**config.mk**
```make
export PLATFORM = sky130hd
export DESIGN_NAME = stack_with_value_delete_core
export DESIGN_NICKNAME = d
export VERILOG_FILES = /design/src/rtl/swd_pkg.sv /design/src/rtl/swd_ctrl.sv /design/src/rtl/swd_dpath.sv /design/src/rtl/stack_with_value_delete_core.sv
export VERILOG_INCLUDE_DIRS = /design/src /design/src/rtl
export SDC_FILE = /design/constraint.sdc
export NUM_CORES = 1
export LEC_CHECK = 0
export ABC_AREA = 1
export BUFFER_PORTS_ARGS = -buffer_cell sky130_fd_sc_hd__buf_2
export CAP_MARGIN = 10
export CORE_UTILIZATION = 50
export DETAILED_ROUTE_END_ITERATION = 8
export PLACE_DENSITY_LB_ADDON = 0.08
export SETUP_SLACK_MARGIN = 0.02
export SLEW_MARGIN = 20
export SYNTH_ARGS = -nofsm -noshare
export SYNTH_HDL_FRONTEND = slang
export SYNTH_HIERARCHICAL = 1
export SYNTH_SLANG_ARGS = --single-unit
```
**constraint.sdc**
```tcl
create_clock -name clk -period 3.4 [get_ports clk]
set_input_delay 0.17 -clock clk [delete_from_list [all_inputs] [get_ports clk]]
set_output_delay 0.17 -clock clk [all_outputs]
set_load 0.01 [all_outputs]
```
**src/rtl/stack_with_value_delete_core_macros.svh**
```systemverilog
// Assertion macros for the stack-with-delete RTL.
// Included by swd_dpath, which checks its own control invariants.
`ifndef STACK_WITH_VALUE_DELETE_CORE_MACROS_SVH
`define STACK_WITH_VALUE_DELETE_CORE_MACROS_SVH

// Same-cycle implication, disabled during reset.
`define SWD_ASSERT_NOW(lbl, clk, rst_n, ante, cons, msg) \
  lbl: assert property (@(posedge clk) disable iff (!rst_n) (ante) |-> (cons)) \
    else $error(msg);

// Next-cycle implication, disabled during reset.
`define SWD_ASSERT_NEXT(lbl, clk, rst_n, ante, cons, msg) \
  lbl: assert property (@(posedge clk) disable iff (!rst_n) (ante) |=> (cons)) \
    else $error(msg);

`endif

```
**src/rtl/swd_pkg.sv**
```systemverilog
// Types and codes for the stack-with-delete block.
// Used by swd_ctrl, swd_dpath and stack_with_value_delete_core; no dependencies.
`default_nettype none

package swd_pkg;

  typedef enum logic [1:0] {
    MODE_PUSH    = 2'd0,
    MODE_DELETE  = 2'd1,
    MODE_DISPLAY = 2'd2,
    MODE_NONE    = 2'd3
  } mode_t;

  typedef enum logic [2:0] {
    RES_PUSHED   = 3'd0,
    RES_DELETED  = 3'd1,
    RES_EMPTY    = 3'd2,
    RES_NOTFOUND = 3'd3,
    RES_FULL     = 3'd4,
    RES_ELEMENT  = 3'd5
  } rslt_t;

  typedef enum logic [2:0] {
    ST_IDLE,
    ST_OP,
    ST_SRCH,
    ST_SHIFT,
    ST_EMIT,
    ST_DISP
  } ctrl_state_t;

  typedef struct packed {
    logic [1:0]         mode;
    logic signed [31:0] value;
  } in_t;

  typedef struct packed {
    logic [2:0]         status;
    logic signed [31:0] element;
    logic               last;
  } out_t;

  typedef struct packed {
    logic  load;
    logic  push_wr;
    logic  ptr_top;
    logic  ptr_dec;
    logic  ptr_inc;
    logic  shift_wr;
    logic  cnt_dec;
    logic  set_status;
    rslt_t code;
    logic  emit_single;
    logic  emit_elem;
  } ctrl_cmd_t;

  typedef struct packed {
    mode_t mode;
    logic  full;
    logic  empty;
    logic  match;
    logic  ptr_zero;
    logic  at_top;
    logic  out_free;
  } dp_sts_t;

endpackage

`default_nettype wire

```
**src/rtl/swd_ctrl.sv**
```systemverilog
// Controller FSM for the stack-with-delete block.
// Depends on swd_pkg; drives swd_dpath through ctrl_cmd_t.
`default_nettype none

module swd_ctrl (
  input  wire logic               clk,
  input  wire logic               rst_n,
  input  wire logic               in_valid,
  output logic                    in_ready,
  input  wire swd_pkg::dp_sts_t   sts,
  output swd_pkg::ctrl_cmd_t      cmd
);

  swd_pkg::ctrl_state_t state_r, state_nxt;

  always_ff @(posedge clk) begin
    if (!rst_n) begin
      state_r <= swd_pkg::ST_IDLE;
    end else begin
      state_r <= state_nxt;
    end
  end

  always_comb begin
    state_nxt = state_r;
    in_ready  = 1'b0;
    cmd       = '0;
    case (state_r)
      swd_pkg::ST_IDLE: begin
        in_ready = 1'b1;
        if (in_valid) begin
          cmd.load  = 1'b1;
          state_nxt = swd_pkg::ST_OP;
        end
      end
      swd_pkg::ST_OP: begin
        case (sts.mode)
          swd_pkg::MODE_PUSH: begin
            cmd.set_status = 1'b1;
            if (sts.full) begin
              cmd.code = swd_pkg::RES_FULL;
            end else begin
              cmd.push_wr = 1'b1;
              cmd.code    = swd_pkg::RES_PUSHED;
            end
            state_nxt = swd_pkg::ST_EMIT;
          end
          swd_pkg::MODE_DELETE: begin
            if (sts.empty) begin
              cmd.set_status = 1'b1;
              cmd.code       = swd_pkg::RES_EMPTY;
              state_nxt      = swd_pkg::ST_EMIT;
            end else begin
              cmd.ptr_top = 1'b1;
              state_nxt   = swd_pkg::ST_SRCH;
            end
          end
          swd_pkg::MODE_DISPLAY: begin
            if (sts.empty) begin
              cmd.set_status = 1'b1;
              cmd.code       = swd_pkg::RES_EMPTY;
              state_nxt      = swd_pkg::ST_EMIT;
            end else begin
              cmd.ptr_top = 1'b1;
              state_nxt   = swd_pkg::ST_DISP;
            end
          end
          default: begin
            state_nxt = swd_pkg::ST_IDLE;
          end
        endcase
      end
      swd_pkg::ST_SRCH: begin
        if (sts.match) begin
          if (sts.at_top) begin
            cmd.cnt_dec    = 1'b1;
            cmd.set_status = 1'b1;
            cmd.code       = swd_pkg::RES_DELETED;
            state_nxt      = swd_pkg::ST_EMIT;
          end else begin
            cmd.ptr_inc = 1'b1;
            state_nxt   = swd_pkg::ST_SHIFT;
          end
        end else if (sts.ptr_zero) begin
          cmd.set_status = 1'b1;
          cmd.code       = swd_pkg::RES_NOTFOUND;
          state_nxt      = swd_pkg::ST_EMIT;
        end else begin
          cmd.ptr_dec = 1'b1;
        end
      end
      swd_pkg::ST_SHIFT: begin
        cmd.shift_wr = 1'b1;
        if (sts.at_top) begin
          cmd.cnt_dec    = 1'b1;
          cmd.set_status = 1'b1;
          cmd.code       = swd_pkg::RES_DELETED;
          state_nxt      = swd_pkg::ST_EMIT;
        end else begin
          cmd.ptr_inc = 1'b1;
        end
      end
      swd_pkg::ST_EMIT: begin
        if (sts.out_free) begin
          cmd.emit_single = 1'b1;
          state_nxt       = swd_pkg::ST_IDLE;
        end
      end
      swd_pkg::ST_DISP: begin
        if (sts.out_free) begin
          cmd.emit_elem = 1'b1;
          if (sts.ptr_zero) begin
            state_nxt = swd_pkg::ST_IDLE;
          end else begin
            cmd.ptr_dec = 1'b1;
          end
        end
      end
      default: begin
        state_nxt = swd_pkg::ST_IDLE;
      end
    endcase
  end

endmodule

`default_nettype wire

```
**src/rtl/swd_dpath.sv**
```systemverilog
// Datapath for the stack-with-delete block: entry memory, count, pointer, output register.
// Depends on swd_pkg and stack_with_value_delete_core_macros.svh; driven by swd_ctrl.
`default_nettype none
`include "stack_with_value_delete_core_macros.svh"

module swd_dpath #(
  parameter int DEPTH     = 16,
  parameter int WORD_BITS = 32
) (
  input  wire logic               clk,
  input  wire logic               rst_n,
  input  wire swd_pkg::in_t       in_data,
  input  wire swd_pkg::ctrl_cmd_t cmd,
  output swd_pkg::dp_sts_t        sts,
  output logic                    out_valid,
  input  wire logic               out_ready,
  output swd_pkg::out_t           out_data
);

  localparam int AW  = (DEPTH > 1) ? $clog2(DEPTH) : 1;
  localparam int CW  = $clog2(DEPTH + 1);
  localparam int ELW = (WORD_BITS > 32) ? WORD_BITS : 32;

  logic [WORD_BITS-1:0] mem [DEPTH];
  logic [WORD_BITS-1:0] rd_data_r;
  logic [WORD_BITS-1:0] word_r;
  swd_pkg::mode_t       mode_r;
  logic [CW-1:0]        count_r;
  logic [AW-1:0]        ptr_r;
  swd_pkg::rslt_t       code_r;
  logic                 out_valid_r;
  swd_pkg::out_t        out_r;

  logic                 wr_en;
  logic [AW-1:0]        wr_addr;
  logic [WORD_BITS-1:0] wr_data;
  logic                 rd_en;
  logic [AW-1:0]        rd_addr;
  logic [AW-1:0]        top_idx;
  logic [ELW-1:0]       elem_ext;
  logic                 out_free;

  assign top_idx  = AW'(count_r - 1'b1);
  assign out_free = !out_valid_r || out_ready;
  assign elem_ext = ELW'(rd_data_r);

  always_comb begin
    wr_en   = cmd.push_wr || cmd.shift_wr;
    wr_addr = cmd.push_wr ? count_r[AW-1:0] : AW'(ptr_r - 1'b1);
    wr_data = cmd.push_wr ? word_r : rd_data_r;
    rd_en   = cmd.ptr_top || cmd.ptr_dec || cmd.ptr_inc;
    if (cmd.ptr_top) begin
      rd_addr = top_idx;
    end else if (cmd.ptr_inc) begin
      rd_addr = AW'(ptr_r + 1'b1);
    end else begin
      rd_addr = AW'(ptr_r - 1'b1);
    end
  end

  always_ff @(posedge clk) begin
    if (wr_en) begin
      mem[wr_addr] <= wr_data;
    end
    if (rd_en) begin
      rd_data_r <= mem[rd_addr];
    end
  end

  always_ff @(posedge clk) begin
    if (cmd.load) begin
      mode_r <= swd_pkg::mode_t'(in_data.mode);
      word_r <= WORD_BITS'($unsigned(in_data.value));
    end
    if (rd_en) begin
      ptr_r <= rd_addr;
    end
    if (cmd.set_status) begin
      code_r <= cmd.code;
    end
  end

  always_ff @(posedge clk) begin
    if (!rst_n) begin
      count_r <= '0;
    end else if (cmd.push_wr) begin
      count_r <= count_r + 1'b1;
    end else if (cmd.cnt_dec) begin
      count_r <= count_r - 1'b1;
    end
  end

  always_ff @(posedge clk) begin
    if (!rst_n) begin
      out_valid_r <= 1'b0;
    end else if (cmd.emit_single || cmd.emit_elem) begin
      out_valid_r <= 1'b1;
    end else if (out_ready) begin
      out_valid_r <= 1'b0;
    end
  end

  always_ff @(posedge clk) begin
    if (cmd.emit_single) begin
      out_r.status  <= code_r;
      out_r.element <= '0;
      out_r.last    <= 1'b1;
    end else if (cmd.emit_elem) begin
      out_r.status  <= swd_pkg::RES_ELEMENT;
      out_r.element <= elem_ext[31:0];
      out_r.last    <= (ptr_r == '0);
    end
  end

  assign out_valid = out_valid_r;
  assign out_data  = out_r;

  assign sts.mode     = mode_r;
  assign sts.full     = (count_r == CW'(DEPTH));
  assign sts.empty    = (count_r == '0);
  assign sts.match    = (rd_data_r == word_r);
  assign sts.ptr_zero = (ptr_r == '0);
  assign sts.at_top   = (ptr_r == top_idx);
  assign sts.out_free = out_free;

  `SWD_ASSERT_NOW(a_emit_slot, clk, rst_n, cmd.emit_single || cmd.emit_elem, out_free, "emit into occupied output register")
  `SWD_ASSERT_NOW(a_push_room, clk, rst_n, cmd.push_wr, count_r < CW'(DEPTH), "push write while full")
  `SWD_ASSERT_NEXT(a_push_count, clk, rst_n, cmd.push_wr, count_r == $past(count_r) + 1'b1, "count did not advance on push")
  `SWD_ASSERT_NOW(a_shift_range, clk, rst_n, cmd.shift_wr, (ptr_r != '0) && (CW'(ptr_r) < count_r), "compaction outside held entries")

endmodule

`default_nettype wire

```
**src/rtl/stack_with_value_delete_core.sv**
```systemverilog
// Bounded LIFO stack of signed words with delete-by-value and display.
// Input channel in_valid/in_ready/in_data carries mode and value; result channel
// out_valid/out_ready/out_data carries status, element and last (last marks the final
// result of an item). Push and any empty or full result: one result, its status set in
// the operation state and registered out from the emit state. Delete, found or not: reads
// one entry per cycle from the top, then moves each entry above the match down one place
// per cycle; its result follows the search and the moves. Display: one result per cycle
// while the receiver takes them, from top to bottom, after the operation state reads the
// top entry. The entry memory, one read and one write per cycle, sets the pace of these
// walks. One item is worked at a time; the next input transfer is taken as soon as the
// previous item's last result sits in the output register. A stalled receiver holds the
// output register and pauses the walk. Synchronous reset empties the stack and the output
// register; entry contents stay unspecified and need no clearing pass since only held
// entries are ever read. Unused mode three is dropped with no result.
`default_nettype none

module stack_with_value_delete_core #(
  parameter int DEPTH     = 16,
  parameter int WORD_BITS = 32
) (
  input  wire logic          clk,
  input  wire logic          rst_n,
  input  wire logic          in_valid,
  output logic               in_ready,
  input  wire swd_pkg::in_t  in_data,
  output logic               out_valid,
  input  wire logic          out_ready,
  output swd_pkg::out_t      out_data
);

  swd_pkg::ctrl_cmd_t cmd;
  swd_pkg::dp_sts_t   sts;

  swd_ctrl u_ctrl (
    .clk      (clk),
    .rst_n    (rst_n),
    .in_valid (in_valid),
    .in_ready (in_ready),
    .sts      (sts),
    .cmd      (cmd)
  );

  swd_dpath #(
    .DEPTH     (DEPTH),
    .WORD_BITS (WORD_BITS)
  ) u_dpath (
    .clk       (clk),
    .rst_n     (rst_n),
    .in_data   (in_data),
    .cmd       (cmd),
    .sts       (sts),
    .out_valid (out_valid),
    .out_ready (out_ready),
    .out_data  (out_data)
  );

endmodule

`default_nettype wire
```
==> results.md, run 1 <==
* Hpwl dp at a little over 40000 um
* DP Cell Count at between 3000 and 4000
* Vias per cell at about 5.5
* Clock Skews at 27.2 ps
* Fin Setup TNS at 0 ps
* Vias in the first global route at 18900
* Crit-path cells: xnor2_2 -> buf_4 -> nand4_1 -> nor2_2 -> nand2_1 -> nor2_2 -> inv_2 -> nor2_4 -> nand3_2 -> nand2_4 -> buf_6 -> nand2_4 -> nand3_4 -> nand2_8 -> clkbuf_16 -> nand2_1 -> nand2_1 -> nand2_1 -> nand2_1 -> nand2_1 -> nand2_1
* Synthesized instance count at 2683
* Fill cells at around 4500
* Clock Latency Late Sink at slightly above 600 ps
* Largest net degree at the start of global routing at ~110
* Fin crit period at 3390 ps
* Slew headroom at 23.0%
* Final setup viols at 0
* Most frequent cells in the layout: 1203 x nand2_1, 588 x edfxtp_1, 338 x nand3_1, 85 x buf_4, 83 x clkbuf_16
* Crit path max-delay family: simple AND/OR/NAND/NOR gates
* Worst Path Max Fanout at 21
* Die Y at between 200 and 250 um
* Cell area after synthesis at between 20000 and 30000 um2
* Vias after detailed routing at 19900
* Primary FF master, synth: edfxtp_1
* GR Util All Layers at a little over a quarter
* Die ar. at between 50000 and 60000 um2
* Netlist cell types at 36
* WS Path Type: reg -> reg
* Mapped Nets at approximately 2700
* EDFF count, synth at approximately 590
* Reg2reg setup slack at ~10 ps
* Most Frequent Cell on Critical Path: nand2_1
* Final Core Density at between 60% and 70%
* GP Congestion at ~0.8
* Internal power at 16.3 mW
* Sequential-to-total area share from yosys stat at roughly two thirds
* Initial drt markers at about 2100
* Mapped Avg Cell Area at around 10 um2
* Critical path required time at 3750 ps
* Synth warn at 6
* Hold Path Class: in -> reg
* Synth async-reset ratio at 0%
* CTS tree: built
* GRT overflow at 0
* Area grow syn2layout at 18.5%
* CP Capture Type: flop
* Most common cell after layout, fill and taps aside: nand2_1
* Port bufs at 75
* 1st-pass router iterations at 5
* Max-Cap Viols at 0
* Flip-flop and latch count after synthesis at 630
* # rows at 85
* Initial antenna violation count at 0
* Sw frac at between 30% and 40%
* DRC viols at 0
* CP bufs+invs at 4
* Routed Antenna Nets at 0
* Fin. max-slew vios at 0
* Combinational Power Share at a little under a third
* Pwr/cell area at 762 nW/um2
* # IOs at between 70 and 80
* Final cycle utilization of the critical path at about 100%
* Non-filler cells, final at 3600
* Routed WL per cell at 21.9 um
* RSZ-0062 raised after global routing: true
* Final Hold Fails at 0
* H-tree levels at 3
* Maximum clock frequency at roughly 0.30 GHz
* Slew @ Worst Pin at ~1100 ps
* Seq pwr share at around 41%
* Total wire length at between 70000 and 80000 um
* P_leak at 13.5 nW
* Core footprint at 54000 um2
* First-pass GRT wire length at approximately 110000 um
* Worst hold slack at approximately 190 ps
* Cts bufs inserted at between 60 and 70
* Clk buf depth at 3
* Inserted Diodes at 0
* Overall power at roughly 25 mW
* Final nets at between 2000 and 3000
* Share of cells above drive strength 1 at between 10 and 15%
* Die width at about 240 um
* CP startpoint kind: flop
* Root Driver: clkbuf_16
* Peak VDD IR at between 0.3 and 0.4 mV
* Initial Util at about half
* Part of the power in the clock network at 28.8%
* Worst path slowest cell: edfxtp_1
* NetSw at approximately 8.5 mW
* Clk pin slew, worst setup/hold paths at 60 ps
* Status: complete, no violations
* Clock Sinks at 630
* CP arrival at ~3700 ps
* Worst path max stage delay at 470 ps
stage by stage:
step / setup WS [ps] / cell area (um2)
after floorplan: -239 / 27500
after global placement: -82.0 / 29300
after detailed placement: -56.6 / 29300
after CTS: 16.1 / 31800
after global routing: -125 / 32500
final: 10.5 / 32500
worst paths after layout:
check	start	endpoint	depth (start not counted)
setup / recovery	u_dpath/elem_ext[18]$_DFFE_PP_	u_dpath/elem_ext[29]$_DFFE_PP_	21
hold / removal	in_valid	u_dpath/word_r[11]$_DFFE_PP_	3
setup reg to reg	u_dpath/elem_ext[18]$_DFFE_PP_	u_dpath/elem_ext[29]$_DFFE_PP_	21
hold reg to reg	u_dpath/out_data[1]$_SDFFE_PP0P_	u_dpath/out_data[1]$_SDFFE_PP0P_	2
Yosys cell counts (12+ instances only):
master,n,share of area (%)
nand2_1,1256,17
buf_4,31,0.85
edfxtp_1,588,64
nand3_1,342,6.2
xnor2_1,20,0.64
o21ai_0,73,1.3
nor2_1,46,0.63
buf_2,94,1.7
clkbuf_1,16,0.22
buf_6,12,0.49
inv_1,75,1.0
dfxtp_1,42,3.1
state kept, by name, indices dropped and copies added (netlist names):
signal	cells
u_dpath/mem	512
u_dpath/count_r	5
u_dpath/word_r	32
u_dpath/elem_ext	32
u_dpath/ptr_r	4
u_dpath/out_valid	1
u_dpath/out_data	36
u_dpath/code_r	3
u_ctrl/state_r	3
u_dpath/mode_r	2
area by class of cell:
| type | count | area (um2) | share of cell area [%] |
|---|---|---|---|
| clock buffers | 92 | 1910 | 5.86 |
| clock inverters | 32 | 234 | 0.719 |
| inverters | 81 | 307 | 0.942 |
| multi-input cells | 1821 | 8260 | 25.4 |
| flip-flops and latches | 630 | 18500 | 56.9 |
| well taps | 696 | 871 | 2.68 |
| repair buffers | 248 | 2460 | 7.56 |
power groups by stage:
stage / registers, mW / clock network (mW) / logic, mW
after floorplan: 10.3 / 0 / 4.06
after global placement: 10.2 / 0 / 6.47
after detailed placement: 10.2 / 0 / 6.55
after CTS: 10.1 / 7.23 / 6.62
after global routing: 10.1 / 7.52 / 8.24
final: 10.1 / 7.13 / 7.57
per-layer routing:
metal / share of wire, % / up-vias / global-route usage (%)
li1: - / 9336 / -
met1: 43 / 9680 / 38.3
met2: 47 / 810 / 43.4
met3: 7.3 / 120 / 4.34
met4: 2.1 / 0 / 7.63
met5: 0 / - / 0
repair_timing:
item / in CTS / in global routing
gates cloned: 0 / 19
gates resized for setup: 2 / 84
pin swaps: 4 / 26
hold buffers: 36 / 0
hold endpoints to repair: 43 / 0
setup buffers: 1 / 5
endpoints found under the setup margin: 32 / 59
worst register-to-register path, delay by kind of cell (launching register included):
family / cells / cell delay [ps]
simple gates: 16 / 1780
buf+inv: 4 / 630
flops: 1 / 470
xor+xnor: 1 / 250
kinds of logic after synthesis:
| logic type | Yosys count | synth area share (%) |
|---|---|---|
| simple gates | 1686 | 25.1 |
| flops | 630 | 67.4 |
| buf+inv | 234 | 4.39 |
| compound gates | 93 | 1.80 |
| xor+xnor | 31 | 0.989 |
| fa+ha+maj | 9 | 0.410 |
No activity file was read; power rests on OpenSTA's default activity.
==> run 2: changes to the inputs <==
--- a/config.mk
+++ b/config.mk
@@ -9,7 +9,8 @@
 export ABC_AREA = 1
 export BUFFER_PORTS_ARGS = -buffer_cell sky130_fd_sc_hd__buf_2
 export CAP_MARGIN = 10
-export CORE_UTILIZATION = 50
+export CORE_MARGIN = 4
+export CORE_UTILIZATION = 28
 export DETAILED_ROUTE_END_ITERATION = 8
 export PLACE_DENSITY_LB_ADDON = 0.08
 export SETUP_SLACK_MARGIN = 0.02
==> results.md, run 2 (synthesis gave the netlist of run 1 again) <==
* # IOs at 76 (unchanged)
* Vias in the first global route at 19500 (+3.6%)
* First-pass GRT wire length at 137000 um (+21%)
* Area of the multi-input gates at 8140 um2 (-1.5%)
* DP Cell Count at 4027 (+18%)
* Fill cells at 9726 (+120%)
* Total wire length at 95700 um (+21%)
* RSZ-0062 raised after global routing: true
* Die ar. at 103000 um2 (+85%)
* # rows at 114 (+34%)
* Cts bufs inserted at 76 (+12%)
* Critical path required time at 3790 ps (+40 ps)
* CTS tree: built
* P_leak at 13.9 nW (+3.2%)
* Crit-path cells: xnor2_1 -> buf_4 -> nand4_1 -> buf_4 -> nor2_1 -> nand2_1 -> nor2_4 -> inv_2 -> nor2_4 -> nand3_2 -> nand2_4 -> nand2_4 -> nand3_4 -> nand2_8 -> buf_6 -> buf_16 -> buf_12 -> buf_12 -> nand2_2 -> nand2_1 -> nand2_1 -> nand2_1 -> nand2_1 -> nand2_1
* Initial Util at 28.3% (-23 points)
* Largest Register: u_dpath/mem
* Share of cells above drive strength 1 at 15.6% (+0.82 points)
* Clock Latency Late Sink at 630 ps (+20 ps)
* Fin crit period at 3380 ps (-11.4 ps)
* Vias per cell at 4.68 (-15%)
* Hold Path Class: in -> reg
* Sequential standard cell area at 18500 um2 (unchanged)
* Clock Skews at 18.9 ps (-8.29 ps)
* GP Congestion at 0.780 (-4.7%)
* Largest net degree at the start of global routing at 122 (+16%)
* Reg2reg start: u_dpath/elem_ext[15]$_DFFE_PP_
* Port bufs at 75 (unchanged)
* Max-Cap Viols at 0 (unchanged)
* Slew headroom at 43.7% (+21 points)
* Crit path from: u_dpath/elem_ext[15]$_DFFE_PP_
* Most common cell after layout, fill and taps aside: nand2_1
* Maximum clock frequency at 0.296 GHz (+0.34%)
* Max reg flops at 512 (unchanged)
* Area grow syn2layout at 24.3%
* Area after DPL at 30400 um2 (+3.6%)
* Initial drt markers at 1650 (-21%)
* Final WS setup at 21.9 ps (+11.4 ps)
* Clk pin slew, worst setup/hold paths at 60 ps (about the same)
* Die Y at 321 um (+36%)
* Worst path max stage delay at 460 ps (about the same)
* Routed WL per cell at 22.6 um (+3.0%)
* Post-route cell area at 34100 um2 (+4.9%)
* Initial antenna violation count at 3 (+3)
* CP startpoint kind: flop
* Crit path max-delay family: simple AND/OR/NAND/NOR gates
* Hold Crit Start: in_valid
* Routed Antenna Nets at 0 (unchanged)
* H-tree levels at 3 (unchanged)
* Slew @ Worst Pin at 844 ps (-303 ps)
* DRC viols at 0 (unchanged)
* Clock Sinks at 630 (unchanged)
* Final Hold Fails at 0 (unchanged)
* Final setup viols at 0 (unchanged)
* Worst Path Max Fanout at 6 (-71%)
* CP bufs+invs at 7 (+3)
* Pwr/cell area at 782 nW/um2 (+2.7%)
* Status: complete, no violations
* WS Path Type: reg -> reg
* 1st-pass router iterations at 6 (+1)
* Root Driver: clkbuf_16
* CP Capture Type: flop
* Non-filler cells, final at 4242 (+18%)
* Hpwl dp at 53500 um (+29%)
* Core footprint at 97000 um2 (+80%)
* Vias after detailed routing at 19900 (-0.38%)
* Most frequent cells in the layout: 1220 x nand2_1, 588 x edfxtp_1, 337 x nand3_1, 114 x buf_4, 88 x clkbuf_16
* Final cycle utilization of the critical path at 99.4% (-0.34 points)
* GR Util All Layers at 18.1% (-9.0 points)
* Worst path slowest cell: edfxtp_1
* Die width at 321 um (+36%)
* CP arrival at 3770 ps (+30 ps)
* Peak VDD IR at 0.296 mV (-23%)
* Clk buf depth at 3 (unchanged)
* Final nets at 2955 (+2.0%)
* Setup Slack @ Placement at -311 ps (-255 ps)
* Fin. max-slew vios at 0 (unchanged)
* GRT overflow at 0 (unchanged)
* Most Frequent Cell on Critical Path: nand2_1
[run 2: cell count changes in the layout (fill, tap and decap cells not counted), sizes merged]
cell / delta
diode: +3
buf: +54
clkbuf: +7
clkinv: -7
clkinvlp: -1
nand2: -1
bufinv: +7
[run 2: final cells by class]
cell class | instances | area share, %
antenna | 3 | 0.0220
clock buffer | 102 | 6.16
clock inverter | 31 | 1.12
inverter | 81 | 0.898
multi-input combinational | 1820 | 23.8
sequential | 630 | 54.2
tap | 1276 | 4.68
timing repair buffer | 299 | 9.09
[run 2: power breakdown]
| group | internal, mW | total [mW] | switching [mW] | leakage [nW] |
|---|---|---|---|---|
| registers | 9.74 | 10.1 | 0.341 | 5.66 |
| logic | 2.91 | 8.37 | 5.46 | 7.04 |
| clock network | 5.00 | 8.23 | 3.22 | 1.21 |
| total | 17.7 | 26.7 | 9.03 | 13.9 |
[run 2: timing repair]
item | CTS | global route
gates cloned | 8 | 13
hold buffers | 36 | 0
gates resized for setup | 19 | 53
setup endpoints to repair | 32 | 55
setup buffers | 12 | 13
endpoints found under the hold margin | 43 | 0
pin swaps | 8 | 19
[run 2: metrics by stage]
stage                     utilization, %  hold WS, ps  power [mW]  TNS (ps)
after floorplan                        -          269        14.3   -103260
after global placement              31.3          346        17.6     -1310
after CTS                           34.7          147        26.5         0
final                               35.2          190        26.7         0
after global routing                35.2          201        28.2     -4560
after detailed placement            31.3          348        17.5     -4040
[run 2: routing by layer]
metal | global-route usage (%) | wire length, um | share of wire [%] | vias to the layer above
met5 | 0 | 0 | 0 | -
met4 | 4.84 | 2260 | 2.4 | 0
met3 | 2.56 | 4570 | 4.8 | 120
met2 | 28.3 | 42600 | 45 | 485
met1 | 26.4 | 46200 | 48 | 9810
li1 | - | - | - | 9456
[run 2: worst paths after layout]
path / end / slack, ps / cells after the start
max: u_dpath/elem_ext[0]$_DFFE_PP_ / 20 / 24
min: u_ctrl/state_r[2]$_SDFFE_PN0P_ / 190 / 7
max reg2reg: u_dpath/elem_ext[0]$_DFFE_PP_ / 20 / 24
min reg2reg: u_dpath/out_data[23]$_SDFFE_PP0P_ / 460 / 2
[run 2: worst register-to-register path, cell delays in order, from the launching register on]
cell	delay, ps
edfxtp_1	460
xnor2_1	300
buf_4	170
nand4_1	130
buf_4	190
nor2_1	100
nand2_1	110
nor2_4	150
inv_2	70
nor2_4	110
nand3_2	110
nand2_4	120
nand2_4	60
nand3_4	110
nand2_8	100
buf_6	150
buf_16	120
buf_12	130
buf_12	140
nand2_2	60
nand2_1	40
nand2_1	50
nand2_1	50
nand2_1	70
nand2_1	50
